File: config.mk
export PLATFORM = sky130hd
export DESIGN_NAME = qhd_cell
export DESIGN_NICKNAME = d
export VERILOG_FILES = /design/src/design/qhd_pkg.sv /design/src/design/qhd_cell.sv
export SDC_FILE = /design/constraint.sdc
export NUM_CORES = 2
export LEC_CHECK = 0
export BUFFER_PORTS_ARGS = -buffer_cell sky130_fd_sc_hd__buf_4
export CELL_PAD_IN_SITES_DETAIL_PLACEMENT = 1
export CELL_PAD_IN_SITES_GLOBAL_PLACEMENT = 1
export CORE_ASPECT_RATIO = 0.9
export CORE_UTILIZATION = 40
export CTS_CLUSTER_DIAMETER = 80
export CTS_CLUSTER_SIZE = 24
export DETAILED_ROUTE_END_ITERATION = 10
export PLACE_DENSITY_LB_ADDON = 0.1
export SYNTH_ARGS = -nofsm -noshare
export SYNTH_HDL_FRONTEND = slang
export SYNTH_SLANG_ARGS = --single-unit
File: constraint.sdc
create_clock -name clk -period 0.8 [get_ports clk]
set_clock_uncertainty 0.05 [all_clocks]
set_input_delay 0 -clock clk [delete_from_list [all_inputs] [get_ports clk]]
set_output_delay 0 -clock clk [all_outputs]
set_load 0.05 [all_outputs]
File: src/design/qhd_pkg.sv
`timescale 1ns / 1ps
// ----------------------------------------------------------------------------
// qhd_pkg
// Shared types, constellation tables and helper functions for the QAM
// hard-decision demapper.
// ----------------------------------------------------------------------------
package qhd_pkg;

    // Constellation select
    typedef enum logic [1:0] {
        MODE_BPSK  = 2'd0,
        MODE_QPSK  = 2'd1,
        MODE_QAM16 = 2'd2,
        MODE_QAM64 = 2'd3
    } mode_t;

    // Width of a symbol index and of a constellation level (Q1.12)
    localparam int IDX_W   = 6;
    localparam int LEVEL_W = 14;
    localparam int COUNT_W = 3;

    typedef logic signed [LEVEL_W-1:0] level_t;
    typedef logic [IDX_W-1:0]          idx_t;
    typedef logic [COUNT_W-1:0]        count_t;

    // Per-axis levels, unit mean power, Q1.12
    localparam level_t BPSK_LEVEL = 14'sd4096;
    localparam level_t AXIS_QPSK [2] = '{-14'sd2896, 14'sd2896};
    localparam level_t AXIS_Q16  [4] = '{-14'sd3886, -14'sd1295, 14'sd3886, 14'sd1295};
    localparam level_t AXIS_Q64  [8] = '{-14'sd4424, -14'sd3160, -14'sd632, -14'sd1896,
                                         14'sd4424,  14'sd3160,  14'sd632,  14'sd1896};

    // In-phase level of point k; upper half of the index selects it
    function automatic level_t point_i(mode_t m, idx_t k);
        level_t lvl;
        case (m)
            MODE_BPSK:  lvl = k[0] ? -BPSK_LEVEL : BPSK_LEVEL;
            MODE_QPSK:  lvl = AXIS_QPSK[k[1]];
            MODE_QAM16: lvl = AXIS_Q16[k[3:2]];
            MODE_QAM64: lvl = AXIS_Q64[k[5:3]];
            default:    lvl = '0;
        endcase
        return lvl;
    endfunction

    // Quadrature level of point k; negated axis entry from the lower half
    function automatic level_t point_q(mode_t m, idx_t k);
        level_t lvl;
        case (m)
            MODE_BPSK:  lvl = '0;
            MODE_QPSK:  lvl = -AXIS_QPSK[k[0]];
            MODE_QAM16: lvl = -AXIS_Q16[k[1:0]];
            MODE_QAM64: lvl = -AXIS_Q64[k[2:0]];
            default:    lvl = '0;
        endcase
        return lvl;
    endfunction

    // Number of decided bits per symbol
    function automatic count_t bits_of(mode_t m);
        count_t n;
        case (m)
            MODE_BPSK:  n = 3'd1;
            MODE_QPSK:  n = 3'd2;
            MODE_QAM16: n = 3'd4;
            MODE_QAM64: n = 3'd6;
            default:    n = 3'd1;
        endcase
        return n;
    endfunction

    // Point k exists in the selected constellation
    function automatic logic point_used(mode_t m, idx_t k);
        logic ok;
        case (m)
            MODE_BPSK:  ok = (k[IDX_W-1:1] == '0);
            MODE_QPSK:  ok = (k[IDX_W-1:2] == '0);
            MODE_QAM16: ok = (k[IDX_W-1:4] == '0);
            MODE_QAM64: ok = 1'b1;
            default:    ok = 1'b0;
        endcase
        return ok;
    endfunction

endpackage

File: src/design/qhd_cell.sv
`timescale 1ns / 1ps
// ----------------------------------------------------------------------------
// qhd_cell
// One cell of the search chain. Squares the I/Q error of its own point and
// hands it on, and settles the point handed in by the previous cell against
// the running best.
// ----------------------------------------------------------------------------
module qhd_cell
    import qhd_pkg::*;
#(
    parameter int INDEX        = 0,
    parameter int SAMPLE_WIDTH = 16,
    parameter int DIW          = 17,
    parameter int SQW          = 2 * DIW,
    parameter int DW           = SQW + 1
)
(
    input  logic                           clk,
    input  logic                           rst_n,
    input  mode_t                          mode,
    input  logic                           valid_in,
    input  logic signed [SAMPLE_WIDTH-1:0] si_in,
    input  logic signed [SAMPLE_WIDTH-1:0] sq_in,
    input  idx_t                           best_idx_in,
    input  logic [DW-1:0]                  best_dist_in,
    input  logic [SQW-1:0]                 pend_di2_in,
    input  logic [SQW-1:0]                 pend_dq2_in,
    input  logic                           pend_ok_in,
    output logic                           valid_out,
    output logic signed [SAMPLE_WIDTH-1:0] si_out,
    output logic signed [SAMPLE_WIDTH-1:0] sq_out,
    output idx_t                           best_idx_out,
    output logic [DW-1:0]                  best_dist_out,
    output logic [SQW-1:0]                 pend_di2_out,
    output logic [SQW-1:0]                 pend_dq2_out,
    output logic                           pend_ok_out
);

    // Index of the point whose squares arrive from the previous cell
    localparam idx_t PEND_IDX = IDX_W'((INDEX > 0) ? (INDEX - 1) : 0);
    localparam idx_t OWN_IDX  = IDX_W'(INDEX);

    logic                           valid_reg;
    logic signed [SAMPLE_WIDTH-1:0] si_reg;
    logic signed [SAMPLE_WIDTH-1:0] sq_reg;
    idx_t                           best_idx_reg,  best_idx_next;
    logic [DW-1:0]                  best_dist_reg, best_dist_next;
    logic [SQW-1:0]                 di2_reg,       di2_next;
    logic [SQW-1:0]                 dq2_reg,       dq2_next;
    logic                           ok_reg,        ok_next;

    logic [DW-1:0]          pend_dist;
    logic                   take;
    logic signed [DIW-1:0]  di;
    logic signed [DIW-1:0]  dq;
    logic signed [SQW-1:0]  di_sq;
    logic signed [SQW-1:0]  dq_sq;

    // Settle the pending point; strict less keeps the lower index on a tie
    always_comb
    begin
        pend_dist      = DW'(pend_di2_in) + DW'(pend_dq2_in);
        take           = pend_ok_in && (pend_dist < best_dist_in);
        best_idx_next  = take ? PEND_IDX  : best_idx_in;
        best_dist_next = take ? pend_dist : best_dist_in;
    end

    // Squared error of this cell's own point
    always_comb
    begin
        di       = DIW'(si_in) - DIW'(point_i(mode, OWN_IDX));
        dq       = DIW'(sq_in) - DIW'(point_q(mode, OWN_IDX));
        di_sq    = di * di;
        dq_sq    = dq * dq;
        di2_next = $unsigned(di_sq);
        dq2_next = $unsigned(dq_sq);
        ok_next  = point_used(mode, OWN_IDX);
    end

    always_ff @(posedge clk or negedge rst_n)
    begin
        if (!rst_n)
        begin
            valid_reg <= 1'b0;
        end
        else
        begin
            valid_reg <= valid_in;
        end
    end

    // Payload, no reset needed
    always_ff @(posedge clk)
    begin
        si_reg        <= si_in;
        sq_reg        <= sq_in;
        best_idx_reg  <= best_idx_next;
        best_dist_reg <= best_dist_next;
        di2_reg       <= di2_next;
        dq2_reg       <= dq2_next;
        ok_reg        <= ok_next;
    end

    assign valid_out     = valid_reg;
    assign si_out        = si_reg;
    assign sq_out        = sq_reg;
    assign best_idx_out  = best_idx_reg;
    assign best_dist_out = best_dist_reg;
    assign pend_di2_out  = di2_reg;
    assign pend_dq2_out  = dq2_reg;
    assign pend_ok_out   = ok_reg;

endmodule

==> impl_results.md <==
- Number of global-route vias before repair: about 28,000
- Maxcap violations: 0
- Status: finished with violations
- FF+latch count, synth: 138
- H-tree depth: 4
- Critical Path Max Stage Delay: 0.54 ns
- Area contributors post-synth: fa_1 (41%), ha_1 (12%), dfxtp_1 (10%), inv_1 (9.6%), xnor2_1 (3.5%)
- Clock transition at path regs: ~0.080 ns
- Fillers: 7,263
- Die ar.: 67,100 µm²
- CP max stage cell: fa_1
- CTS Root Cell: clkbuf_16
- Top cell type's share of synthesized area: 40.8%
- Finish-stage setup viols: approximately 240
- Die width: 273 µm
- Detailed Route WL: 97,100 µm
- Arr. time, crit path: 7.50 ns
- Type of the worst min-delay path: in2reg
- Post-cts hold buffer count: 76
- FF+latch area: 2820 µm²
- Yosys warns: 0
- Vias: 23,600
- Worst Hold End: best_dist_out[32]$_DFF_P_
- CTS tree: yes
- Final Hold Viols: 2
- Cell with the most instances after synthesis: inv_1
- Most used cell, CP: fa_1
- Post-DP Area: 35,300 µm²
- PnR worst setup slack: -6.34 ns
- Share of synthesized registers carrying an async set or reset: 0.725%
- Type of origin of the critical path: input port
- Mapped cell area: about 26,000 µm²
- Row cnt: 89
- Worst path required time: 1.16 ns
- Final Max Tran Viols: 0
- Failing checks: hold timing, setup timing
- DRT iter0 DRCs: 721
- CTS Buf Count: 17
- Final Instance Area: 40,000 µm²
- Unique masters post-synth: 86
- Total gr overflow: 0
- DRC errors left: 0
- Max Fclk: 0.140 GHz
- Global Route Usage Sum: 29.3%
- RSZ-0062 raised after global routing: yes
- Worst path buffer plus inverter count: 16
- Share of cells above drive strength 1: 40.8%
- Hold Slack: -0.171 ns
- CP max FO: 5
- Wire length per cell: 20.2 µm
- Max_slew headroom: 65.3%
- Clk buf depth: 2
- Layout Nets: 4,876
- Multi-input logic area: between 20,000 and 25,000 µm²
- Area growth syn-to-layout: 51.3%
- Critical path's top delay family: adder cells
- Top FF cell, synth: dfxtp_1
- Pin count of the biggest net entering global routing: 17
- First-pass GRT wire length: 150,000 µm
- Die Y: between 200 and 250 µm
- EDFF count, synth: 0
- Placed wire-length estimate: 77,800 µm
- # clock sinks: 138
- Routability cong.: 0.920
- Crit path time final: around 7.1 ns
- Hold path start: best_dist_in[32]
- Initial Utilization: 40.4%
- Synth area leader: fa_1
- Hold path depth: 4
- First-pass detailed-route iteration total: 5
- Core area: 65,500 µm²
- Buffers on Ports: approximately 290
- Final period util: 893%
- Avg Inst Size Synth: 9.34 µm²
- # IOs: 290
- Mapped Cells: 2,830
- Initial antenna violation count: 6
- Synth top cells by count: inv_1 (677), fa_1 (539), ha_1 (264)
- Crit path kind: in2reg
- Sequential share of the synthesized area: a little over a tenth
- Final ANT Viol Nets: 0
- Slew @ Worst Pin: 0.516 ns
- Via density: 4.91
- Worst Setup End Kind: register
worst min-delay path, cell delays in order:
cell and delay [ns]:
buf_4 0.13, buf_4 0.12, a221oi_2 0.05, o31ai_1 0.06
repair_timing:
action / 4_1_cts / 5_1_grt
buffers inserted: 79 / 41
pin swaps: 149 / 100
endpoints found under the setup margin: 244 / 243
cloned: 4 / 1
gates resized for setup: 321 / 243
hold endpoints to repair: 77 / 3
metal layers:
metal / wire length, µm / GRT usage, %
met4: 2380 / 8.49
met5: 19 / 0
met3: 4620 / 6.05
met1: 40200 / 35.8
met2: 49800 / 51.9
metrics by stage:
step                      std cells  utilization [%]  setup WS (ns)  hold WS, ns  TNS, ns
final                          4806             61.1          -6.34       -0.171  -503.06
after global routing           4803             61.1          -6.57       -0.186  -526.82
after CTS                      4774             59.2          -6.33       -0.195  -503.24
after detailed placement       4587             54.0          -7.09       -0.272  -540.51
after global placement         4587             54.0          -6.88       -0.275  -524.09
after floorplan                2831                -          -6.40       -0.346  -453.33
flip-flops by register name, indices dropped and copies added (netlist names):
| register | flops |
|---|---|
| best_dist_out | 35 |
| pend_di2_out | 33 |
| pend_dq2_out | 33 |
| si_out | 15 |
| sq_out | 15 |
| best_idx_out | 6 |
| valid_out | 1 |
cell families (layout without fill, tap and decap cells):
group	Yosys count	count (layout)	share of synthesized area, %
adders and majority gates	803	803	53.3
xor gates and xnor gates	140	140	4.70
DFF	138	138	10.5
and+or+nand+nor	617	617	10.3
AOI/OAI and AO/OA	337	337	8.73
other	2	6	0.0284
muxes	31	31	1.31
buffers and inverters	762	1870	11.2
cells in the final DEF, fill, tap and decap left out, drive strengths merged, types with 14 or more instances in the layout:
master	count
nor3	24
xor2	33
dfxtp	137
ha	264
nand3	27
inv	688
nor2b	17
nand2	222
xnor2	107
clkbuf	20
mux2	29
o21bai	14
nor2	230
a21oi	98
a21o	64
and2	25
o21ai	47
buf	1069
nand2b	16
fa	539
dlygate4sd3	76
final cells by class:
class,instances,share of cell area (%)
clock inverters,13,0.594
diodes,3,0.0188
inverters,691,6.63
multi-input cells,1931,58.2
well taps,864,2.70
clock buffers,19,1.08
repair buffers,1147,23.8
flip-flops and latches,138,7.04
how the worst max path moves through the flow:
| stage | start | to | slack (ns) | cells after the start |
|---|---|---|---|---|
| CTS | mode[0] | pend_di2_out[31]$_DFF_P_ | -6.33 | 36 |
| floorplan | mode[0] | pend_dq2_out[29]$_DFF_P_ | -6.40 | 35 |
| detailed placement | mode[0] | pend_dq2_out[32]$_DFF_P_ | -7.09 | 37 |
| global placement | mode[0] | pend_dq2_out[32]$_DFF_P_ | -6.88 | 34 |
| finish | mode[0] | pend_di2_out[26]$_DFF_P_ | -6.34 | 38 |
| global route | mode[0] | pend_di2_out[32]$_DFF_P_ | -6.57 | 37 |
Power is not shown: default switching activity piles up to over one toggle a cycle in this logic, so the estimate is an artifact.
