### src/design/qhd_pkg.sv
`timescale 1ns / 1ps
// ----------------------------------------------------------------------------
// qhd_pkg
// Shared types, constellation tables and helper functions for the QAM
// hard-decision demapper.
// ----------------------------------------------------------------------------
package qhd_pkg;

    // Constellation select
    typedef enum logic [1:0] {
        MODE_BPSK  = 2'd0,
        MODE_QPSK  = 2'd1,
        MODE_QAM16 = 2'd2,
        MODE_QAM64 = 2'd3
    } mode_t;

    // Width of a symbol index and of a constellation level (Q1.12)
    localparam int IDX_W   = 6;
    localparam int LEVEL_W = 14;
    localparam int COUNT_W = 3;

    typedef logic signed [LEVEL_W-1:0] level_t;
    typedef logic [IDX_W-1:0]          idx_t;
    typedef logic [COUNT_W-1:0]        count_t;

    // Per-axis levels, unit mean power, Q1.12
    localparam level_t BPSK_LEVEL = 14'sd4096;
    localparam level_t AXIS_QPSK [2] = '{-14'sd2896, 14'sd2896};
    localparam level_t AXIS_Q16  [4] = '{-14'sd3886, -14'sd1295, 14'sd3886, 14'sd1295};
    localparam level_t AXIS_Q64  [8] = '{-14'sd4424, -14'sd3160, -14'sd632, -14'sd1896,
                                         14'sd4424,  14'sd3160,  14'sd632,  14'sd1896};

    // In-phase level of point k; upper half of the index selects it
    function automatic level_t point_i(mode_t m, idx_t k);
        level_t lvl;
        case (m)
            MODE_BPSK:  lvl = k[0] ? -BPSK_LEVEL : BPSK_LEVEL;
            MODE_QPSK:  lvl = AXIS_QPSK[k[1]];
            MODE_QAM16: lvl = AXIS_Q16[k[3:2]];
            MODE_QAM64: lvl = AXIS_Q64[k[5:3]];
            default:    lvl = '0;
        endcase
        return lvl;
    endfunction

    // Quadrature level of point k; negated axis entry from the lower half
    function automatic level_t point_q(mode_t m, idx_t k);
        level_t lvl;
        case (m)
            MODE_BPSK:  lvl = '0;
            MODE_QPSK:  lvl = -AXIS_QPSK[k[0]];
            MODE_QAM16: lvl = -AXIS_Q16[k[1:0]];
            MODE_QAM64: lvl = -AXIS_Q64[k[2:0]];
            default:    lvl = '0;
        endcase
        return lvl;
    endfunction

    // Number of decided bits per symbol
    function automatic count_t bits_of(mode_t m);
        count_t n;
        case (m)
            MODE_BPSK:  n = 3'd1;
            MODE_QPSK:  n = 3'd2;
            MODE_QAM16: n = 3'd4;
            MODE_QAM64: n = 3'd6;
            default:    n = 3'd1;
        endcase
        return n;
    endfunction

    // Point k exists in the selected constellation
    function automatic logic point_used(mode_t m, idx_t k);
        logic ok;
        case (m)
            MODE_BPSK:  ok = (k[IDX_W-1:1] == '0);
            MODE_QPSK:  ok = (k[IDX_W-1:2] == '0);
            MODE_QAM16: ok = (k[IDX_W-1:4] == '0);
            MODE_QAM64: ok = 1'b1;
            default:    ok = 1'b0;
        endcase
        return ok;
    endfunction

endpackage

### src/design/qhd_pick.sv
`timescale 1ns / 1ps
// ----------------------------------------------------------------------------
// qhd_pick
// Tail of the search chain: settles the last point and registers the
// decided word with its bit count.
// ----------------------------------------------------------------------------
module qhd_pick
    import qhd_pkg::*;
#(
    parameter int LAST_INDEX = 63,
    parameter int SQW        = 34,
    parameter int DW         = SQW + 1
)
(
    input  logic           clk,
    input  logic           rst_n,
    input  mode_t          mode,
    input  logic           valid_in,
    input  idx_t           best_idx_in,
    input  logic [DW-1:0]  best_dist_in,
    input  logic [SQW-1:0] pend_di2_in,
    input  logic [SQW-1:0] pend_dq2_in,
    input  logic           pend_ok_in,
    output logic           done,
    output idx_t           symbol_bits,
    output count_t         bit_count
);

    localparam idx_t PEND_IDX = IDX_W'(LAST_INDEX);

    logic          done_reg;
    idx_t          symbol_reg, symbol_next;
    count_t        count_reg,  count_next;
    logic [DW-1:0] pend_dist;

    // Final compare
    always_comb
    begin
        pend_dist   = DW'(pend_di2_in) + DW'(pend_dq2_in);
        symbol_next = (pend_ok_in && (pend_dist < best_dist_in)) ? PEND_IDX : best_idx_in;
        count_next  = bits_of(mode);
    end

    always_ff @(posedge clk or negedge rst_n)
    begin
        if (!rst_n)
        begin
            done_reg <= 1'b0;
        end
        else
        begin
            done_reg <= valid_in;
        end
    end

    always_ff @(posedge clk)
    begin
        symbol_reg <= symbol_next;
        count_reg  <= count_next;
    end

    assign done        = done_reg;
    assign symbol_bits = symbol_reg;
    assign bit_count   = count_reg;

endmodule
### config.mk
export PLATFORM = sky130hd
export DESIGN_NAME = qhd_pick
export DESIGN_NICKNAME = d
export VERILOG_FILES = /design/src/design/qhd_pkg.sv /design/src/design/qhd_pick.sv
export SDC_FILE = /design/constraint.sdc
export NUM_CORES = 1
export LEC_CHECK = 0
export ABC_AREA = 0
export BUFFER_PORTS_ARGS = -buffer_cell sky130_fd_sc_hd__buf_2
export CAP_MARGIN = 20
export CORE_MARGIN = 1.5
export CORE_UTILIZATION = 38
export DETAILED_ROUTE_END_ITERATION = 8
export PLACE_DENSITY = 0.66
export SKIP_CTS_REPAIR_TIMING = 1
export SYNTH_ARGS = -nofsm -noshare
export SYNTH_HDL_FRONTEND = slang
export SYNTH_SLANG_ARGS = --single-unit
### constraint.sdc
create_clock -name clk -period 0.8 [get_ports clk]
set_clock_uncertainty 0.2 [all_clocks]
set_input_delay 0.12 -clock clk [delete_from_list [all_inputs] [get_ports clk]]
set_output_delay 0.12 -clock clk [all_outputs]
set_load 0.02 [all_outputs]
==> reports/results.ini, run 1 <==
[clock_network]
clkSinkCount=10
htreeDepth=1
cts_tree=yes
root_buffer=clkbuf_8
clkTransAtPathRegs_ns=0.05
clockBufferDepth=2
cts_inserted_buffers=3

[global_route]
grt_overflow_total=0
antenna_found_initial=0
grt_pass1_vias=3676
grt_max_degree=8
grt_usage_pct=21.8
grt_first_pass_wirelength_mm=15.5

[critical_path]
cp-start-kind=input port
crit_type=in2reg
timing.critical_path.from=pend_di2_in[0]
crit_arrival_ns=3.65
crit_fanout=6
cp.required_ns=0.71
cp-endpoint=symbol_bits[2]
worstSetupEndpointType=flop

[detailed_routing]
drt-pass1-iter-count=4
drtIter0Drc=100
wl_per_cell_um=12.9
drc=0
vias_per_cell=5.15
detail-route-antenna-nets=0
wl_mm=9.36
routed-via-count=3730

[timing]
setup_violations=16
tightest_slew_ns=0.578
rsz0062_at_grt=yes
relSlewSlack_pct=61.1
whs_ns=-0.200
tns_ns=-19.45
hold_viol_final=11
period_minus_slack_ns=3.74
worst_slack_ns=-2.94
slew_violations=0
finalCritPeriodShare_pct=468
timing.fmax_mhz=267

[yosys]
synthArstFlopShare_pct=10.0
synth-edff-count=0
syn_nets=584
ys_seq_area_share_pct=6.86
synth_area_mm2=0.00299
avgSynthCellArea_um2=7.48
yosys-top-cells-count=68 x ha_1, 50 x a21oi_1, 40 x inv_1, 36 x a21o_1, 28 x nor2_1
yosysMostFrequentCell=ha_1
synth_top_cell_area_share_pct=28.5
synth_flop_cell=dfxtp_1
synth_seq_cells=10
yosysUniqueCellTypes=48
synth_cells=400
synth_area_leaders=ha_1 28%, a21o_1 9.0%, a21oi_1 8.4%, dfxtp_1 6.0%, xnor2_1 5.9%
yosys_warnings=0
yosys.area.top_type=ha_1

[power]
power_per_cell_area_mw_per_mm2=1070
p_leak_nw=2.62
peakVddDrop_v=0.000392
total_power_mw=5.07

[floorplan]
initial_utilization_pct=38.9
dieArea_mm2=0.00841
core.rowCount=32
core_area_mm2=0.00769
io_pins=125
die_h_um=91.7
dieWidth_um=91.7

[layout]
area_growth_pct=58.6
drive_gt1_share_pct=41.8
stdcell_area_mm2=0.00474
largest_reg_flops=6
diodes=0
final_nets=807
final_cells=724

[placement]
gp_routability_congestion=0.932
placed_cell_area_mm2=0.00448
dp_hpwl_mm=8.31
dp.cells=717
io_buffers=124

[outcome]
violations=negative hold slack, negative setup slack
run_status=complete, but fails checks

[worst_hold_path]
hp-class=in2reg

[job]
cap_violations=0

==> how the worst min path moves through the flow <==
stage,slack [ns],cells past startpoint,from,to
after detailed placement,-0.30,1,rst_n,done
after global placement,-0.31,1,rst_n,done
after CTS,-0.55,1,rst_n,done
final,-0.20,1,valid_in,done
after floorplan,-0.38,0,rst_n,done
after global routing,-0.21,1,valid_in,done
==> kinds of logic (layout without fill, tap and decap cells) <==
kind of cell | Yosys count | after routing | share of synthesized area, %
buf+inv | 48 | 270 | 6.03
flops | 10 | 10 | 6.86
compound gates | 152 | 152 | 33.8
fa+ha+maj | 69 | 69 | 29.1
simple gates | 92 | 92 | 15.7
xor+xnor | 29 | 29 | 8.49
==> cells in the final DEF, fill, tap and decap left out, types with 5 or more instances in the layout <==
cell type,n
xnor2_1,20
buf_4,101
a21oi_1,47
nand3_1,6
nor2_1,26
o21bai_1,5
o21ai_0,12
inv_1,40
o21a_1,7
buf_6,12
o211ai_1,6
buf_2,112
a31oi_1,8
nand2_1,19
ha_1,66
a21o_1,36
nand4_1,10
dfxtp_2,8
xor2_1,9
==> stage by stage <==
stage	utilization, %	setup WS, ns
floorplan	-	-2.95
global placement	58.3	-3.24
detailed placement	58.3	-3.33
CTS	58.9	-3.09
global route	61.7	-3.10
finish	61.7	-2.94
==> worst max-delay path, cell delays in order <==
cell	delay, ns
buf_6	0.10
ha_4	0.16
fa_2	0.35
a211o_1	0.32
a2111oi_4	0.36
a211oi_4	0.10
o31ai_4	0.27
a31oi_4	0.14
o2111ai_2	0.18
nand2_1	0.09
ha_1	0.29
nand4_1	0.13
or4_4	0.58
o2111ai_4	0.22
a21oi_4	0.07
nor2_1	0.12
a21oi_1	0.05
==> routing by layer <==
| layer | vias up | part of all wire (%) | GRT usage (%) |
|---|---|---|---|
| met2 | 107 | 50 | 40.8 |
| li1 | 1921 | - | - |
| met5 | - | 0 | 0 |
| met4 | 0 | 0.58 | 4.36 |
| met1 | 1696 | 44 | 27.2 |
| met3 | 6 | 4.7 | 1.66 |
==> report_power, final <==
part	switching (mW)	internal (mW)	total (mW)
combinational	1.93	2.03	3.96
sequential	0.0219	0.557	0.579
clock	0.179	0.347	0.527
total	2.13	2.94	5.07
==> layout make-up <==
cell class,instances,area [um2]
Multi-Input combinational cell,342,2740
Fill cell,723,2950
Sequential cell,10,215
Tap cell,102,128
Timing Repair Buffer,226,1460
Clock buffer,4,45.0
Inverter,40,150
(Power assumes the default switching activity.)
==> run 2: changes to the inputs <==
CELL_PAD_IN_SITES_DETAIL_PLACEMENT = 1   (was default)
CELL_PAD_IN_SITES_GLOBAL_PLACEMENT = 2   (was default)
CORE_UTILIZATION = 24   (was 38)
PLACE_DENSITY = 0.79   (was 0.66)
==> run 2 against run 1 <==
Effect of this change: the run still ends with negative hold slack, negative setup slack left; final cell count rose by 10%; utilization is 21 points lower; sequential cell count stayed put; worst setup slack got worse by 0.11 ns; global-route usage down 4.4 points; critical endpoint unchanged.
==> reports/results.ini, run 2 (synthesized netlist as in run 1, its figures left out) <==
[outcome]
run_status=complete, but fails checks  ; unchanged
violations=negative hold slack, negative setup slack  ; unchanged

[layout]
final_cell_mix=112 x buf_2, 111 x buf_4, 66 x ha_1  ; was 112 x buf_2, 101 x buf_4, 66 x ha_1
layout_commonest_cell=buf_2  ; unchanged
largest_reg_flops=6  ; unchanged
final_nets=817  ; was 807
diodes=0  ; unchanged
area_growth_pct=65.1  ; was 58.6%
drive_gt1_share_pct=43.0  ; was 41.8%

[critical_path]
worstSetupEndpointType=flop  ; unchanged
path_cells=buf_6 -> ha_4 -> fa_2 -> a211o_1 -> a2111oi_4 -> a211oi_4 -> o31ai_4 -> a31oi_4 -> a311o_1 -> ha_1 -> nand4_1 -> or4_4 -> o2111ai_4 -> a21oi_4 -> nor2_1 -> a21oi_1  ; was buf_6 -> ha_4 -> fa_2 -> a211o_1 -> a2111oi_4 -> a211oi_4 -> o31ai_4 -> a31oi_4 -> o2111ai_2 -> nand2_1 -> ha_1 -> nand4_1 -> or4_4 -> o2111ai_4 -> a21oi_4 -> nor2_1 -> a21oi_1
cp_top_family=compound AO/OA/AOI/OAI gates  ; unchanged
crit_arrival_ns=3.76  ; was 3.65 ns
slowest_delay_ns=0.58  ; about the same
crit_fanout=6  ; unchanged
cpMaxStageDelayCell=or4_4  ; unchanged
crit_cells=16  ; was 17
cp.required_ns=0.70  ; was 0.71 ns
critPathBufInv=1  ; unchanged
crit_type=in2reg  ; unchanged
cp-start-kind=input port  ; unchanged

[floorplan]
core_area_mm2=0.0121  ; was 0.00769 mm2
die_h_um=115  ; was 91.7 um
io_pins=125  ; unchanged
initial_utilization_pct=24.8  ; was 38.9%
dieArea_mm2=0.0131  ; was 0.00841 mm2
core.rowCount=40  ; was 32
dieWidth_um=115  ; was 91.7 um

[clock_network]
clkSinkCount=10  ; unchanged
cts_inserted_buffers=3  ; unchanged
clockBufferDepth=2  ; unchanged
cts_tree=yes  ; unchanged
clkTransAtPathRegs_ns=0.04  ; was 0.05 ns
root_buffer=clkbuf_16  ; was clkbuf_8
htreeDepth=1  ; unchanged

[power]
clkPwrFrac_pct=15.7  ; was 10.4%
p_sw_mw=2.29  ; was 2.13 mW
peakVddDrop_v=0.000581  ; was 0.000392 V
sw_frac_of_total_pct=40.7  ; was 42.1%
p_comb_share_pct=74.0  ; was 78.2%
p_leak_nw=2.68  ; was 2.62 nW
seq_power_share_pct=10.3  ; was 11.4%
power_per_cell_area_mw_per_mm2=1140  ; was 1070 mW/mm2
total_power_mw=5.62  ; was 5.07 mW
intPower_mw=3.33  ; was 2.94 mW

[global_route]
grt.met3_usage_pct=0.476  ; was 1.66%
grt_pass1_vias=4096  ; was 3676
grt_first_pass_wirelength_mm=18.8  ; was 15.5 mm
grt_max_degree=8  ; unchanged
grtUsageMet1_pct=22.4  ; was 27.2%
antenna_found_initial=0  ; unchanged
grt_overflow_total=0  ; unchanged
grt_usage_pct=17.4  ; was 21.8%
use_met2_pct=33.1  ; was 40.8%
busiest_layer=met2  ; unchanged

[timing]
slew_violations=0  ; unchanged
tns_ns=-20.18  ; was -19.45 ns
hold_viol_final=11  ; unchanged
tightest_slew_ns=0.593  ; was 0.578 ns
worst_slack_ns=-3.06  ; was -2.94 ns
timing.fmax_mhz=259  ; was 267 MHz
relSlewSlack_pct=60.1  ; was 61.1%
finalCritPeriodShare_pct=482  ; was 468%
period_minus_slack_ns=3.86  ; was 3.74 ns
whs_ns=-0.204  ; was -0.200 ns
rsz0062_at_grt=yes  ; unchanged
setup_violations=16  ; unchanged

[detailed_routing]
wl_per_cell_um=14.6  ; was 12.9 um
detail-route-antenna-nets=0  ; unchanged
wl_mm=11.6  ; was 9.36 mm
drtIter0Drc=111  ; was 100
routed-via-count=3782  ; was 3730
drt-pass1-iter-count=4  ; unchanged
drc=0  ; unchanged
vias_per_cell=4.73  ; was 5.15

[worst_hold_path]
hp-class=in2reg  ; unchanged
min_path_cells=1  ; unchanged

[job]
cap_violations=0  ; unchanged

[placement]
io_buffers=124  ; unchanged
gp_routability_congestion=0.827  ; was 0.932
dp_hpwl_mm=10.4  ; was 8.31 mm

## run 2: area by class of cell
class	count	area, um2
fillers	1503	7120
repair buffers	236	1540
multi-input cells	342	2750
clock buffers	4	78.8
inverters	40	150
flip-flops and latches	10	215
well taps	168	210
## run 2: metrics by stage
stage | worst slack (ns) | utilization (%) | cell area [um2] | cells | hold slack (ns)
5_1_grt | -3.23 | 40.9 | 4940 | 800 | -0.203
2_1_floorplan | -2.95 | - | 3020 | 400 | -0.376
3_5_place_dp | -3.43 | 38.2 | 4610 | 789 | -0.304
4_1_cts | -3.20 | 38.9 | 4690 | 793 | -0.549
3_3_place_gp | -3.28 | 38.2 | 4610 | 789 | -0.305
6_report | -3.06 | 40.9 | 4940 | 800 | -0.204
## run 2: worst paths after layout
path,to,from
min in group asynchronous,done,rst_n
max in group asynchronous,done,rst_n
worst max-delay path,symbol_bits[2],pend_dq2_in[0]
worst min-delay path,done,valid_in
## run 2: power groups by stage
stage,clock network (mW),logic (mW),registers [mW]
6_report,0.880,4.16,0.579
2_1_floorplan,0,2.15,0.631
4_1_cts,0.887,3.93,0.560
3_5_place_dp,0,3.91,0.568
3_3_place_gp,0,3.73,0.569
5_1_grt,0.913,4.65,0.583
## run 2: metal layers
metal	vias to the layer above	wire, um
met3	10	283
met5	-	0
li1	1937	-
met1	1767	5300
met4	0	80
met2	68	5980
